[src/rtl/pff_pkg.sv]
`timescale 1ns / 1ps
// types, codes and the modulo-255 fold shared by the framer modules
// no dependencies

package pff_pkg;

  localparam logic [8:0] MOD_BASE = 9'h0FF;

  // sequencer steps: header bytes occupy steps 0..2, a payload byte uses step 2
  localparam logic [2:0] STEP_HDR_TYPE  = 3'd0;
  localparam logic [2:0] STEP_LAST_DATA = 3'd2;
  localparam logic [2:0] STEP_CK_LO     = 3'd3;
  localparam logic [2:0] STEP_CK_HI     = 3'd4;

  localparam logic ACT_START   = 1'b0;
  localparam logic ACT_PAYLOAD = 1'b1;

  typedef struct packed {
    logic       action;
    logic [7:0] frame_type;
    logic [7:0] sequence_req;
    logic [7:0] payload_length;
    logic [7:0] payload_byte;
  } item_t;

  typedef struct packed {
    logic [7:0] frame_byte;
    logic       frame_end;
    logic       last;
  } result_t;

  // one queued command: bytes to send starting at first_step, then maybe the checksum
  typedef struct packed {
    logic [2:0][7:0] data;
    logic [2:0]      first_step;
    logic            cksum;
  } cmd_t;

  function automatic logic [7:0] mod_add(input logic [7:0] a, input logic [7:0] b);
    logic [8:0] sum;
    sum = {1'b0, a} + {1'b0, b};
    if (sum >= MOD_BASE) begin
      sum = sum - MOD_BASE;
    end
    return sum[7:0];
  endfunction

endpackage

[src/rtl/packet_framer_fletcher16.sv]
`timescale 1ns / 1ps
// Fletcher-16 packet framer, byte serial
// depends on pff_pkg, pff_front, pff_queue, pff_back
//
// item channel: a start transaction (action 0) carries type, sequence and
// length; a payload transaction (action 1) carries one data byte. the frame
// goes out on the result channel one byte per transaction: type, sequence,
// length, payload bytes, then checksum low and high (frame_end on the high
// byte). last marks the final byte caused by one input transaction.
// a payload transaction with no frame open produces nothing; a start
// transaction abandons any open frame.
// the item is written into the queue when it is taken, and the first result
// byte is then registered from the queue head into the output register; a
// stalled output holds it back in the queue.
// the byte sequencer emits one byte per cycle while the receiver does not
// stall; a payload item yields 1 byte (3 when it closes the frame), a
// start item 3 bytes (5 with zero length). a QUEUE_DEPTH command queue
// lets the item side run ahead of the sequencer.
// reset clears the open frame, the sums, the queue and the output valid flag.
// when the receiver stalls the held result stays put, the sequencer waits
// and items are taken until the queue fills.

module packet_framer_fletcher16 import pff_pkg::*; #(
  parameter int QUEUE_DEPTH = 2
) (
  input  logic    clk,
  input  logic    rst,
  input  logic    item_valid,
  output logic    item_ready,
  input  item_t   item,
  output logic    result_valid,
  input  logic    result_ready,
  output result_t result
);

  logic push;
  cmd_t push_cmd;
  logic q_full;
  logic pop;
  logic head_valid;
  cmd_t head_cmd;

  pff_front u_front (
    .clk        (clk),
    .rst        (rst),
    .item_valid (item_valid),
    .item_ready (item_ready),
    .item       (item),
    .q_full     (q_full),
    .push       (push),
    .push_cmd   (push_cmd)
  );

  pff_queue #(
    .DEPTH (QUEUE_DEPTH)
  ) u_queue (
    .clk        (clk),
    .rst        (rst),
    .push       (push),
    .push_cmd   (push_cmd),
    .full       (q_full),
    .pop        (pop),
    .head_valid (head_valid),
    .head_cmd   (head_cmd)
  );

  pff_back u_back (
    .clk          (clk),
    .rst          (rst),
    .head_valid   (head_valid),
    .head_cmd     (head_cmd),
    .pop          (pop),
    .result_valid (result_valid),
    .result_ready (result_ready),
    .result       (result)
  );

endmodule

[src/rtl/pff_front.sv]
`timescale 1ns / 1ps
// front end: accepts items, tracks the open frame and queues byte commands
// depends on pff_pkg

module pff_front import pff_pkg::*; (
  input  logic  clk,
  input  logic  rst,
  input  logic  item_valid,
  output logic  item_ready,
  input  item_t item,
  input  logic  q_full,
  output logic  push,
  output cmd_t  push_cmd
);

  logic       frame_open;
  logic       frame_open_next;
  logic [7:0] bytes_remaining;
  logic [7:0] bytes_remaining_next;
  logic [7:0] rem_dec;
  logic       accept;

  assign item_ready = !q_full;
  assign accept     = item_valid && item_ready;
  assign rem_dec    = bytes_remaining - 8'd1;

  always_comb begin
    frame_open_next      = frame_open;
    bytes_remaining_next = bytes_remaining;
    push                 = 1'b0;
    push_cmd             = '0;
    if (accept) begin
      if (item.action == ACT_START) begin
        push                = 1'b1;
        push_cmd.data[0]    = item.frame_type;
        push_cmd.data[1]    = item.sequence_req;
        push_cmd.data[2]    = item.payload_length;
        push_cmd.first_step = STEP_HDR_TYPE;
        push_cmd.cksum      = (item.payload_length == 8'd0);
        frame_open_next      = (item.payload_length != 8'd0);
        bytes_remaining_next = item.payload_length;
      end else if (frame_open) begin
        push                = 1'b1;
        push_cmd.data[2]    = item.payload_byte;
        push_cmd.first_step = STEP_LAST_DATA;
        push_cmd.cksum      = (rem_dec == 8'd0);
        frame_open_next      = (rem_dec != 8'd0);
        bytes_remaining_next = rem_dec;
      end
      // payload with no open frame is dropped
    end
  end

  always_ff @(posedge clk) begin
    if (rst) begin
      frame_open      <= 1'b0;
      bytes_remaining <= 8'd0;
    end else begin
      frame_open      <= frame_open_next;
      bytes_remaining <= bytes_remaining_next;
    end
  end

endmodule

[src/rtl/pff_queue.sv]
`timescale 1ns / 1ps
// small command queue between front end and byte sequencer
// depends on pff_pkg

module pff_queue import pff_pkg::*; #(
  parameter int DEPTH = 2
) (
  input  logic clk,
  input  logic rst,
  input  logic push,
  input  cmd_t push_cmd,
  output logic full,
  input  logic pop,
  output logic head_valid,
  output cmd_t head_cmd
);

  localparam int PTR_W = $clog2(DEPTH);
  localparam int CNT_W = $clog2(DEPTH + 1);

  cmd_t             entries [DEPTH];
  logic [PTR_W-1:0] wr_ptr;
  logic [PTR_W-1:0] rd_ptr;
  logic [CNT_W-1:0] count;
  logic             do_push;
  logic             do_pop;

  assign full       = (count == CNT_W'(DEPTH));
  assign head_valid = (count != '0);
  assign head_cmd   = entries[rd_ptr];
  assign do_push    = push && !full;
  assign do_pop     = pop && head_valid;

  always_ff @(posedge clk) begin
    if (do_push) begin
      entries[wr_ptr] <= push_cmd;
    end
  end

  always_ff @(posedge clk) begin
    if (rst) begin
      wr_ptr <= '0;
      rd_ptr <= '0;
      count  <= '0;
    end else begin
      if (do_push) begin
        wr_ptr <= (wr_ptr == PTR_W'(DEPTH - 1)) ? '0 : wr_ptr + PTR_W'(1);
      end
      if (do_pop) begin
        rd_ptr <= (rd_ptr == PTR_W'(DEPTH - 1)) ? '0 : rd_ptr + PTR_W'(1);
      end
      if (do_push && !do_pop) begin
        count <= count + CNT_W'(1);
      end else if (do_pop && !do_push) begin
        count <= count - CNT_W'(1);
      end
    end
  end

endmodule

[src/rtl/pff_back.sv]
`timescale 1ns / 1ps
// byte sequencer: emits queued bytes, folds the fletcher sums, appends the checksum
// depends on pff_pkg

module pff_back import pff_pkg::*; (
  input  logic    clk,
  input  logic    rst,
  input  logic    head_valid,
  input  cmd_t    head_cmd,
  output logic    pop,
  output logic    result_valid,
  input  logic    result_ready,
  output result_t result
);

  logic [7:0] sum1;
  logic [7:0] sum2;
  logic [7:0] sum1_next;
  logic [7:0] sum2_next;
  logic [7:0] base1;
  logic [7:0] base2;
  logic       active;
  logic [2:0] step;
  logic [2:0] cur_step;
  logic       advance;
  logic       final_step;
  logic       is_data;
  result_t    emit;

  assign advance  = !result_valid || result_ready;
  assign cur_step = active ? step : head_cmd.first_step;
  assign is_data  = (cur_step <= STEP_LAST_DATA);

  // a header type byte starts the sums again from zero
  assign base1 = (cur_step == STEP_HDR_TYPE) ? 8'd0 : sum1;
  assign base2 = (cur_step == STEP_HDR_TYPE) ? 8'd0 : sum2;

  always_comb begin
    sum1_next  = mod_add(base1, head_cmd.data[cur_step[1:0]]);
    sum2_next  = mod_add(base2, sum1_next);
    final_step = (cur_step == STEP_CK_HI) ||
                 ((cur_step == STEP_LAST_DATA) && !head_cmd.cksum);
    emit.frame_end = (cur_step == STEP_CK_HI);
    emit.last      = final_step;
    case (cur_step)
      STEP_CK_LO: emit.frame_byte = sum1;
      STEP_CK_HI: emit.frame_byte = sum2;
      default:    emit.frame_byte = head_cmd.data[cur_step[1:0]];
    endcase
  end

  assign pop = advance && head_valid && final_step;

  always_ff @(posedge clk) begin
    if (rst) begin
      active       <= 1'b0;
      step         <= STEP_HDR_TYPE;
      sum1         <= 8'd0;
      sum2         <= 8'd0;
      result_valid <= 1'b0;
    end else if (advance) begin
      result_valid <= head_valid;
      if (head_valid) begin
        if (is_data) begin
          sum1 <= sum1_next;
          sum2 <= sum2_next;
        end
        if (final_step) begin
          active <= 1'b0;
        end else begin
          active <= 1'b1;
          step   <= cur_step + 3'd1;
        end
      end
    end
  end

  always_ff @(posedge clk) begin
    if (advance && head_valid) begin
      result <= emit;
    end
  end

endmodule
[config.mk]
export PLATFORM = sky130hd
export DESIGN_NAME = packet_framer_fletcher16
export DESIGN_NICKNAME = d
export VERILOG_FILES = /design/src/rtl/pff_pkg.sv /design/src/rtl/packet_framer_fletcher16.sv /design/src/rtl/pff_front.sv /design/src/rtl/pff_queue.sv /design/src/rtl/pff_back.sv
export SDC_FILE = /design/constraint.sdc
export NUM_CORES = 1
export LEC_CHECK = 0
export BUFFER_PORTS_ARGS = -buffer_cell sky130_fd_sc_hd__buf_2
export CAP_MARGIN = 30
export CORE_MARGIN = 5
export CORE_UTILIZATION = 54
export DETAILED_ROUTE_END_ITERATION = 8
export PLACE_DENSITY = 0.84
export SLEW_MARGIN = 20
export SYNTH_ARGS = -nofsm -noshare
export SYNTH_HDL_FRONTEND = slang
export SYNTH_SLANG_ARGS = --single-unit
[constraint.sdc]
create_clock -name clk -period 5.9 [get_ports clk]
set_input_delay 0.59 -clock clk [delete_from_list [all_inputs] [get_ports clk]]
set_output_delay 0.59 -clock clk [all_outputs]
set_load 0.01 [all_outputs]
==> After elaboration in Yosys (flattened, before gate mapping) <==
Memory sizes are Yosys's and may differ from the RTL's. A register that Yosys moved wholly into a read port is not among the register bits.
Cells that the tools add are included.
{ "totals": {"ff_bits": 44, "ramBits": 56, "out_inout_bits": 12, "elab_cells": 90, "n_memories": 1} }
{ "memory_table": {"columns": ["name", "words", "width", "rd", "rd_clocked_by_memory_dff", "wr", "line_no", "source"], "rows": [
  ["u_queue.entries", 2, 28, 1, 1, 1, "pff_queue.sv:21", "cmd_t entries [DEPTH];"]
]} }
{ "classes": {"add_sub_neg": 10, "magnitude_cmp": 4, "n_eq_ne": 5, "muxes": 30, "bitwise_logic": 1, "reduce_logical": 26} }
{ "ops": {"columns": ["operator", "count"], "rows": [
  ["$mux 8", 9],
  ["$mux 28", 1],
  ["$add 8x8->9", 2],
  ["$ge 9x8->1 const B", 2],
  ["$bmux 8 s2", 1],
  ["$logic_not 8->1", 2],
  ["$mux 16", 1],
  ["$pmux 8 s2", 1],
  ["$reduce_bool 8->1", 2],
  ["$sub 8x8->8 const B", 2],
  ["$mux 1", 12],
  ["$logic_and 1x1->1", 8],
  ["$sub 8x1->8 const B", 1],
  ["$eq 3x2->1 const B", 2],
  ["$mux 3", 2],
  ["$reduce_and 3->1", 2],
  ["$logic_not 1->1", 5],
  ["$mux 2", 2],
  ["$mux 4", 1],
  ["$reduce_and 2->1", 2],
  ["$reduce_bool 2->1", 2],
  ["$add 3x1->3 const B", 1],
  ["$eq 3x3->1 const B", 1],
  ["$le 3x2->1 const B", 1],
  ["other kinds (9)", 11]
]} }

==> Depth between registers and ports, before layout <==
Gate-level depths: netlist (run 1).
{ "logic_depth": {"ltp_word": 9, "ltp_mapped": 25} }

==> Cells and area by module <==
A second synthesis (run 1) with hierarchy kept.
{ "hier_totals": {"hier_cells": 599, "area_unflattened_um2": 5997.0} }
{ "modules_own_cells": {"columns": ["module", "n_inst", "cells_per_inst", "area_per_inst_um2", "seq_area_each_um2"], "rows": [
  ["pff_back", 1, 365, 2914.0, 720.7],
  ["pff_queue", 1, 112, 2237.1, 1781.7],
  ["pff_front", 1, 122, 845.8, 180.2]
]} }

==> Least setup slack after synthesis (run 1) <==
No wires, ideal clock.
{ "synth_path": {"kind": "register to register", "startpoint": "reg (tool-made name)", "endpoint": "reg u_back.sum2[7]", "setup_ns": 0.091, "arrival_time_ns": 5.883, "required_ns": 5.809, "path_slack_ns": -0.074, "path_stages_with_launch": 25, "synth_period_minus_slack_ns": 5.974, "cell_sequence": "dfxtp_1 buf_2 mux2i_1 o21a_1 ha_1 and2_1 clkbuf_1 nor2b_1 ha_1 fa_1 xor2_1 and3_1 a21oi_1 a311oi_1 nand4_1 nand2_1 mux2_2 fa_1 a21o_2 a21oi_1 xnor2_2 and3_4 nand2_2 or4_1 a311oi_1"} }
{ "synth_rtl": {"columns": ["element", "line_no", "source"], "rows": [
  ["end signal, assigned", "pff_back.sv:66", "sum2 <= sum2_next;"],
  ["end, declared", "pff_back.sv:17", "logic [7:0] sum2;"]
]} }

==> Worst setup path in the final report (run 1) <==
{ "layout_path": {"startpoint": "reg u_back.active", "endpoint": "reg u_back.sum2[1]"} }
{ "layout_between": {"elab_chain_cells": 9, "word_cells_on_any_way": 16} }
{ "layout_lines": {"columns": ["element", "line_no", "source"], "rows": [
  ["start, declared", "pff_back.sv:22", "logic active;"],
  ["start signal, assigned", "pff_back.sv:56", "active <= 1'b0;"],
  ["start signal, assigned", "pff_back.sv:69", "active <= 1'b0;"],
  ["start signal, assigned", "pff_back.sv:71", "active <= 1'b1;"],
  ["$mux 3 *", "pff_back.sv:31", "assign cur_step = active ? step : head_cmd.first_step;"],
  ["$bmux 8 s2 or $logic_not 3->1 (tied branches)", "pff_back.sv:39, pff_back.sv:35", null],
  ["$mux 8 (on tied branches)", "pff_back.sv:39, pff_back.sv:35", null],
  ["$add 8x8->9 *", "pff_pkg.sv:41", "sum = {1'b0, a} + {1'b0, b};"],
  ["$sub 8x8->8 or $ge 9x8->1 (tied branches)", "pff_pkg.sv:43, pff_pkg.sv:42", null],
  ["$mux 8 *", "pff_pkg.sv:42", "if (sum >= MOD_BASE) begin"],
  ["net u_back.sum1_next[1]", "pff_back.sv:18", "logic [7:0] sum1_next;"],
  ["$add 8x8->9 *", "pff_pkg.sv:41", null],
  ["$sub 8x8->8 or $ge 9x8->1 (tied branches)", "pff_pkg.sv:43, pff_pkg.sv:42", null],
  ["$mux 8 *", "pff_pkg.sv:42", null]
]} }
Mark *: on every way through the listed nets, which the timed path passes. The rest lies on a longest branch. The select of a mux whose other input is x is not followed.
A chain may end at the register's enable or synchronous reset.

==> parameters.txt, run 1 <==
Parameter                              Value

Run status
  Result of the run    completed

Synth
  Number of synthesized register bits    97
  Gate Count Post-Synth    526
  Yosys warnings    0
  Net Count, Synth    590
  Average footprint of a synthesized cell    10.5 sq um
  Fraction of registers with async set/reset    0%
  Area of the mapped netlist    5520 sq um
  Distinct cell type count after synthesis    68
  Top flip-flop cell by instance count after synthesis    edfxtp_1
  Number of flops mapped to enable cells by yosys    62
  Fraction of the yosys area taken by sequential cells    46.4%

GRT
  Pin count of the biggest net entering global routing    40
  Initial antenna violation count    0
  GR Util met2    35.0%
  Met3 Use GR    4.04%
  Most utilized layer in the global route result    met2
  Global routing met1 resource utilization    27.7%
  Via count of the first global-routing pass    4190
  Overflow left after global routing    0
  GRT Resource Usage Total    20.7%
  Wire length of the first global-routing pass    20.8 mm

Power
  Sequential share of power    29.8%
  Comb power frac    57.1%
  Switching part of the total    44.3%
  Net switching power of the design    1.48 mW
  Internal power consumption    1.86 mW
  Fraction of power consumed by the clock network    13.0%
  Leakage power figure    2.53 nW
  Worst ir drop on vdd    0.289 mV
  Overall power consumption    3.34 mW
  Power per standard cell area    531 nW/um^2

Drt
  Total iterations of the first detailed-routing run    5
  Via count    4442
  Number of DRC markers after the initial detailed-route iteration    363
  Drt drc    0
  Routed wire length    13.1 mm
  Routed vias/inst    6.14
  Post-DR wirelength/cell    18.1 um
  Antenna-violating nets left    0

Clock tree
  Maximum count of clock buffers along a single path    2
  TritonCTS clock tree    built
  Num CTS Buffers    9
  Clock Root Buffer    clkbuf_8
  Insertion delay of the later-clocked pin in the worst-skew pair    0.36 ns
  Clock slew at the register clock pins of the worst setup and hold paths    0.10 ns
  Maximum level of the CTS H-tree    3
  Sinks on the clock net    97

Layout
  End-of-flow core utilization    61.9%
  Net count reported at finish    647
  Antenna diode instance count    0
  Layout-stage area growth over the synthesis result    13.8%
  Filler Cell Count    772
  Leading cell types in the layout, fill and taps excluded    62 x edfxtp_1, 48 x buf_2, 45 x nor2_1
  Non-filler instance count after layout    724
  Ratio of cells with drive above 1 in the final layout    21.6%
  Leading cell type in the layout, fill and taps excluded    edfxtp_1

Timing
  Maximum clock frequency    178 MHz
  Number of max-slew violations in the final report    0
  Worst Tran Pin Value    0.791 ns
  Portion of the clock cycle consumed by the worst path in the final layout    95.5%
  Number of hold violations in the final report    0
  Min Clock Period, post-route    5.63 ns
  Max-slew headroom    47.2%
  Final setup vio count    0
  Worst clock skew    0.0124 ns

Floorplan
  Std-Cell Rows    37
  Initial Utilization    54.4%
  Core Box Area    10100 sq um
  Area of the die    12300 sq um
  Die Y-Extent    111 um
  Die X    111 um
  IO Pins    49

Flow run
  Number of max-cap violations    0

Setup path
  Arr. time, crit path    5.84 ns
  Maximum fanout along the worst path    6
  Nature of the critical path endpoint    flop
  Data required time of the critical path    6.11 ns
  Worst-path cell chain    nand2_1 > o21a_1 > buf_4 > ha_1 > and2_1 > buf_4 > nor2b_1 > ha_1 > o21a_1 > o21a_1 > a21o_1 > a311oi_2 > nand4_1 > nand2_1 > mux2_2 > fa_2 > a21o_2 > a221oi_4 > o21bai_1 > a21o_1 > a41oi_2 > buf_4 > mux2i_1 > a211oi_1
  Nature of the critical path startpoint    flop
  Critical path type    flop to flop
  CP max stage delay    0.45 ns
  Critical path's slowest cell    dfxtp_1

Worst hold path
  Type of the tightest min-delay check    flop to flop

Placement
  Number of placed instances, taps included    704
  Placer congestion estimate    0.935
  # port buffers    48
  HPWL Detailed    9.52 mm
-- cell families (layout without fill, tap and decap cells) --
kind of cell,count (synthesis),after routing,synth area share (%)
AND/OR/NAND/NOR,191,191,17.5
AO/OA/AOI/OAI,138,138,18.2
flip-flops,97,97,46.4
buffers and inverters,33,95,2.36
adder cells (fa/ha/maj),27,27,6.39
multiplexers,23,23,6.01
XOR/XNOR,17,17,3.11
-- critical path: cells and delay by family, from the launching register on --
kind                       cells  cell delay [ns]
AOI/OAI and AO/OA             11             2.30
adders and majority gates      3             0.91
buffers and inverters          3             0.50
DFF                            1             0.45
and+or+nand+nor                5             0.74
muxes                          2             0.59
-- final timing paths --
path	to	cells after the start	slack [ns]	startpoint
hold / removal	u_back.step[0]	2	0.51	u_back.step[0]
setup / recovery	u_back.sum2[1]	24	0.27	u_back.active
hold reg to reg	u_back.step[0]	2	0.51	u_back.step[0]
setup reg to reg	u_back.sum2[1]	24	0.27	u_back.active
-- power groups by stage --
stage               combinational, mW  clock [mW]  sequential [mW]
CTS                              1.81       0.441            0.992
global route                     2.08       0.479             1.01
detailed placement               1.77           0             1.01
finish                           1.91       0.435            0.994
global placement                 1.72           0             1.00
floorplan                        1.29           0            0.995
-- cell type report --
type / instances / area, sq um / area share, %
Sequential cell: 97 / 2560 / 40.8
Inverter: 10 / 40.0 / 0.638
Clock buffer: 9 / 124 / 1.97
Clock inverter: 7 / 76.3 / 1.22
Timing Repair Buffer: 69 / 405 / 6.46
Multi-Input combinational cell: 396 / 2900 / 46.2
Tap cell: 136 / 170 / 2.71
-- Yosys cell counts (2+ instances only) --
| master | count | area, sq um |
|---|---|---|
| a211o_1 | 2 | 17.5 |
| a211oi_1 | 7 | 52.6 |
| a21o_1 | 16 | 120 |
| a21o_2 | 2 | 17.5 |
| a21oi_1 | 28 | 140 |
| a22o_1 | 15 | 131 |
| a22oi_1 | 3 | 22.5 |
| a311oi_1 | 5 | 43.8 |
| a31oi_1 | 3 | 18.8 |
| and2_1 | 3 | 18.8 |
| and3_1 | 24 | 150 |
| buf_1 | 2 | 7.51 |
| buf_2 | 5 | 25.0 |
| clkbuf_1 | 16 | 60.1 |
| dfxtp_1 | 35 | 701 |
| edfxtp_1 | 62 | 1860 |
| fa_1 | 2 | 40.0 |
| ha_1 | 25 | 313 |
| inv_1 | 9 | 33.8 |
| mux2i_1 | 14 | 140 |
| mux4_2 | 8 | 180 |
| nand2_1 | 44 | 165 |
| nand2b_1 | 5 | 31.3 |
| nand3_1 | 11 | 55.1 |
| nand3b_1 | 2 | 15.0 |
| nand4_1 | 2 | 12.5 |
| nor2_1 | 47 | 176 |
| nor2b_1 | 18 | 113 |
| nor3_1 | 11 | 55.1 |
| nor3b_1 | 2 | 15.0 |
| nor4_1 | 4 | 25.0 |
| nor4b_1 | 3 | 26.3 |
| o211ai_1 | 4 | 30.0 |
| o21a_1 | 9 | 67.6 |
| o21ai_0 | 15 | 75.1 |
| o21bai_1 | 2 | 15.0 |
| o2bb2ai_1 | 2 | 17.5 |
| o31ai_1 | 8 | 60.1 |
| or3_1 | 7 | 43.8 |
| or4_1 | 3 | 22.5 |
| xnor2_1 | 4 | 35.0 |
| xor2_1 | 10 | 87.6 |
| xor2_2 | 2 | 32.5 |
-- sequential cells by signal (all words and copies together) (netlist names), named ones only --
| register | cells |
|---|---|
| u_queue.count | 2 |
| u_back.sum2 | 8 |
| u_front.frame_open | 1 |
| u_queue.entries | 52 |
| u_back.active | 1 |
| u_queue.rd_ptr | 1 |
| u_queue.wr_ptr | 1 |
| u_front.bytes_remaining | 8 |
| u_back.step | 3 |
| u_back.result | 10 |
| u_back.sum1 | 8 |
| u_back.result_valid | 1 |
-- per-layer routing --
metal	share of wire, %	vias up
met2	49	175
met4	1.8	0
met5	0	-
met1	43	2150
met3	6.1	20
li1	-	2097
-- through the flow --
stage,cell area (sq um),TNS (ns),setup WS (ns),hold slack (ns)
detailed placement,5980,-0.0643,-0.0423,0.489
floorplan,5530,0,0.0210,0.441
global route,6280,-0.00646,-0.00646,0.536
global placement,5980,0,0.116,0.469
finish,6280,0,0.268,0.512
CTS,6210,0,0.0530,0.503
-- repair_timing --
| item | 4_1_cts | 5_1_grt |
|---|---|---|
| resized for setup | 4 | 15 |
| endpoints found under the setup margin | 4 | 8 |
| pin swaps | 2 | 9 |
| hold buffers | 0 | 0 |
| buffers inserted | 2 | 2 |
| gates cloned | 0 | 0 |
Power figures use the tool's default switching activity.
==> run 2, diff against run 1 <==
--- a/config.mk
+++ b/config.mk
@@ -5,7 +5,7 @@
 export SDC_FILE = /design/constraint.sdc
 export NUM_CORES = 1
 export LEC_CHECK = 0
-export BUFFER_PORTS_ARGS = -buffer_cell sky130_fd_sc_hd__buf_2
+export BUFFER_PORTS_ARGS = -buffer_cell sky130_fd_sc_hd__buf_4
 export CAP_MARGIN = 30
 export CORE_MARGIN = 5
 export CORE_UTILIZATION = 54
==> parameters.txt, run 2 (synthesis results as in run 1) <==
Parameter                              Value

Run status
  Result of the run    completed (unchanged)

Drt
  Drt drc    0 (unchanged)
  Total iterations of the first detailed-routing run    6 (was 5)
  Met1 layer wirelength in the final routing    5.56 mm (was 5.59 mm)
  Antenna-violating nets left    0 (unchanged)
  Routed length on met3    848 um (was 796 um)
  Highest routing layer actually used    met4 (unchanged)
  Via count    4480 (was 4442)
  Routed wire length    13.5 mm (was 13.1 mm)
  Routed vias/inst    6.17 (was 6.14)
  Number of DRC markers after the initial detailed-route iteration    392 (was 363)
  Post-DR wirelength/cell    18.6 um (was 18.1 um)
  Met2 routed wirelength    6.74 mm (was 6.49 mm)

Timing
  Final setup TNS    0 ns (unchanged)
  Max-slew headroom    48.8% (was 47.2%)
  Worst Tran Pin Value    0.767 ns (was 0.791 ns)
  Maximum clock frequency    175 MHz (was 178 MHz)
  Number of max-slew violations in the final report    0 (unchanged)
  Portion of the clock cycle consumed by the worst path in the final layout    96.7% (was 95.5%)
  Final setup vio count    0 (unchanged)
  Min Clock Period, post-route    5.70 ns (was 5.63 ns)
  Worst clock skew    0.0150 ns (was 0.0124 ns)
  Number of hold violations in the final report    0 (unchanged)

Layout
  Antenna diode instance count    0 (unchanged)
  Ratio of cells with drive above 1 in the final layout    23.4% (was 21.6%)
  Post-Layout Inst Area    6510 sq um (was 6280 sq um)
  End-of-flow core utilization    64.2% (was 61.9%)
  Flip-flop count of the largest register after layout    52 (unchanged)
  Filler Cell Count    733 (was 772)
  Register bank with the most flops    u_queue.entries (unchanged)
  Leading cell types in the layout, fill and taps excluded    69 x buf_4, 62 x edfxtp_1, 44 x nor2_1 (was 62 x edfxtp_1, 48 x buf_2, 45 x nor2_1)
  Registers with the most flip-flops    u_queue.entries x52, u_back.result x10 (unchanged)
  Layout-stage area growth over the synthesis result    18.0% (was 13.8%)
  Net count reported at finish    649 (was 647)
  Leading cell type in the layout, fill and taps excluded    buf_4 (was edfxtp_1)
  Footprint of the multi-input gates    2990 sq um (was 2900 sq um)
  Area used by sequential logic in the layout    2560 sq um (unchanged)

Power
  Worst ir drop on vdd    0.222 mV (was 0.289 mV)
  Overall power consumption    3.52 mW (was 3.34 mW)
  Power per standard cell area    541 nW/um^2 (was 531 nW/um^2)
  Leakage power figure    2.59 nW (was 2.53 nW)

GRT
  Initial antenna violation count    0 (unchanged)
  GRT Resource Usage Total    20.9% (was 20.7%)
  Pin count of the biggest net entering global routing    40 (unchanged)
  Overflow left after global routing    0 (unchanged)
  Via count of the first global-routing pass    4377 (was 4190)
  Wire length of the first global-routing pass    21.1 mm (was 20.8 mm)

Floorplan
  IO Pins    49 (unchanged)
  Std-Cell Rows    37 (unchanged)
  Die X    111 um (unchanged)
  Initial Utilization    54.4% (unchanged)
  Area of the die    12300 sq um (unchanged)
  Core Box Area    10100 sq um (unchanged)
  Die Y-Extent    111 um (unchanged)

Placement
  Placer congestion estimate    0.939 (was 0.935)
  HPWL Detailed    9.68 mm (was 9.52 mm)
  # port buffers    48 (unchanged)
  Placement-stage cell area    6090 sq um (was 5980 sq um)

Setup path
  Maximum fanout along the worst path    17 (was 6)
  Nature of the critical path startpoint    flop (unchanged)
  Critical path type    flop to flop (unchanged)
  Nature of the critical path endpoint    flop (unchanged)
  Data required time of the critical path    6.17 ns (was 6.11 ns)
  Arr. time, crit path    5.98 ns (was 5.84 ns)

Clock tree
  Insertion delay of the later-clocked pin in the worst-skew pair    0.36 ns (about the same)
  Clock slew at the register clock pins of the worst setup and hold paths    0.10 ns (about the same)
  Maximum level of the CTS H-tree    3 (unchanged)
  TritonCTS clock tree    built (unchanged)
  Number of buffers inserted for hold repair after clock tree synthesis    0 (unchanged)
  Maximum count of clock buffers along a single path    2 (unchanged)
  Clock Root Buffer    clkbuf_8 (unchanged)
  Sinks on the clock net    97 (unchanged)
  Num CTS Buffers    9 (unchanged)

Worst hold path
  Type of the tightest min-delay check    flop to flop (unchanged)

Flow run
  Number of max-cap violations    0 (unchanged)
[run 2: cell count changes in the layout (fill, tap and decap cells not counted), sizes merged]
cell      delta
clkinv       -3
buf          +2
clkinvlp     +2
bufinv       +1
clkbuf       +1
inv          -1
[run 2: stage by stage]
stage | std cells | hold slack, ns | setup WS [ns]
floorplan | 526 | 0.441 | 0.0210
global route | 726 | 0.509 | -0.0193
detailed placement | 702 | 0.464 | -0.118
CTS | 720 | 0.478 | 0.0327
finish | 726 | 0.477 | 0.195
global placement | 701 | 0.452 | 0.130
[run 2: layer usage]
layer / track usage (%) / vias to the layer above
li1: - / 2101
met1: 26.3 / 2158
met2: 36.0 / 193
met3: 4.31 / 28
met4: 6.81 / 0
met5: 0 / -
[run 2: timing repair]
action / in CTS / in global routing
setup buffers: 2 / 6
endpoints found under the hold margin: 0 / 0
endpoints found under the setup margin: 5 / 8
gates resized for setup: 7 / 30
pin swaps: 1 / 14
[run 2: layout make-up]
class	count	area share, %
Timing Repair Buffer	71	8.36
Tap cell	136	2.61
Inverter	10	0.615
Sequential cell	97	39.4
Clock buffer	10	1.96
Clock inverter	6	1.17
Multi-Input combinational cell	396	45.9
[run 2: power breakdown]
group / internal [mW] / switching [mW]
sequential: 0.903 / 0.0897
combinational: 0.888 / 1.20
clock: 0.204 / 0.241
total: 1.99 / 1.53
[run 2: worst paths after layout]
path | startpoint | to | slack [ns] | cells past startpoint
worst min register to register | u_back.sum1[2] | u_back.sum1[2] | 0.48 | 2
worst min-delay path | u_back.sum1[2] | u_back.sum1[2] | 0.48 | 2
worst max-delay path | flop | u_back.sum2[7] | 0.20 | 21
worst max register to register | flop | u_back.sum2[7] | 0.20 | 21
[run 2: worst max-delay path: stages, from the launching register on]
cell and delay, ns:
dfxtp_2 0.36, buf_6 0.24, mux4_2 0.54, nand2_1 0.09
o31ai_1 0.10, ha_1 0.26, fa_2 0.42, a21oi_2 0.23
o2111a_2 0.25, a211oi_2 0.06, a311oi_2 0.30, nand4_1 0.20
nand2_2 0.13, mux2_4 0.34, fa_2 0.42, a21o_4 0.24
a21oi_4 0.18, xnor2_2 0.16, and3_4 0.26, nand2_2 0.07
or4_1 0.52, a311oi_1 0.26
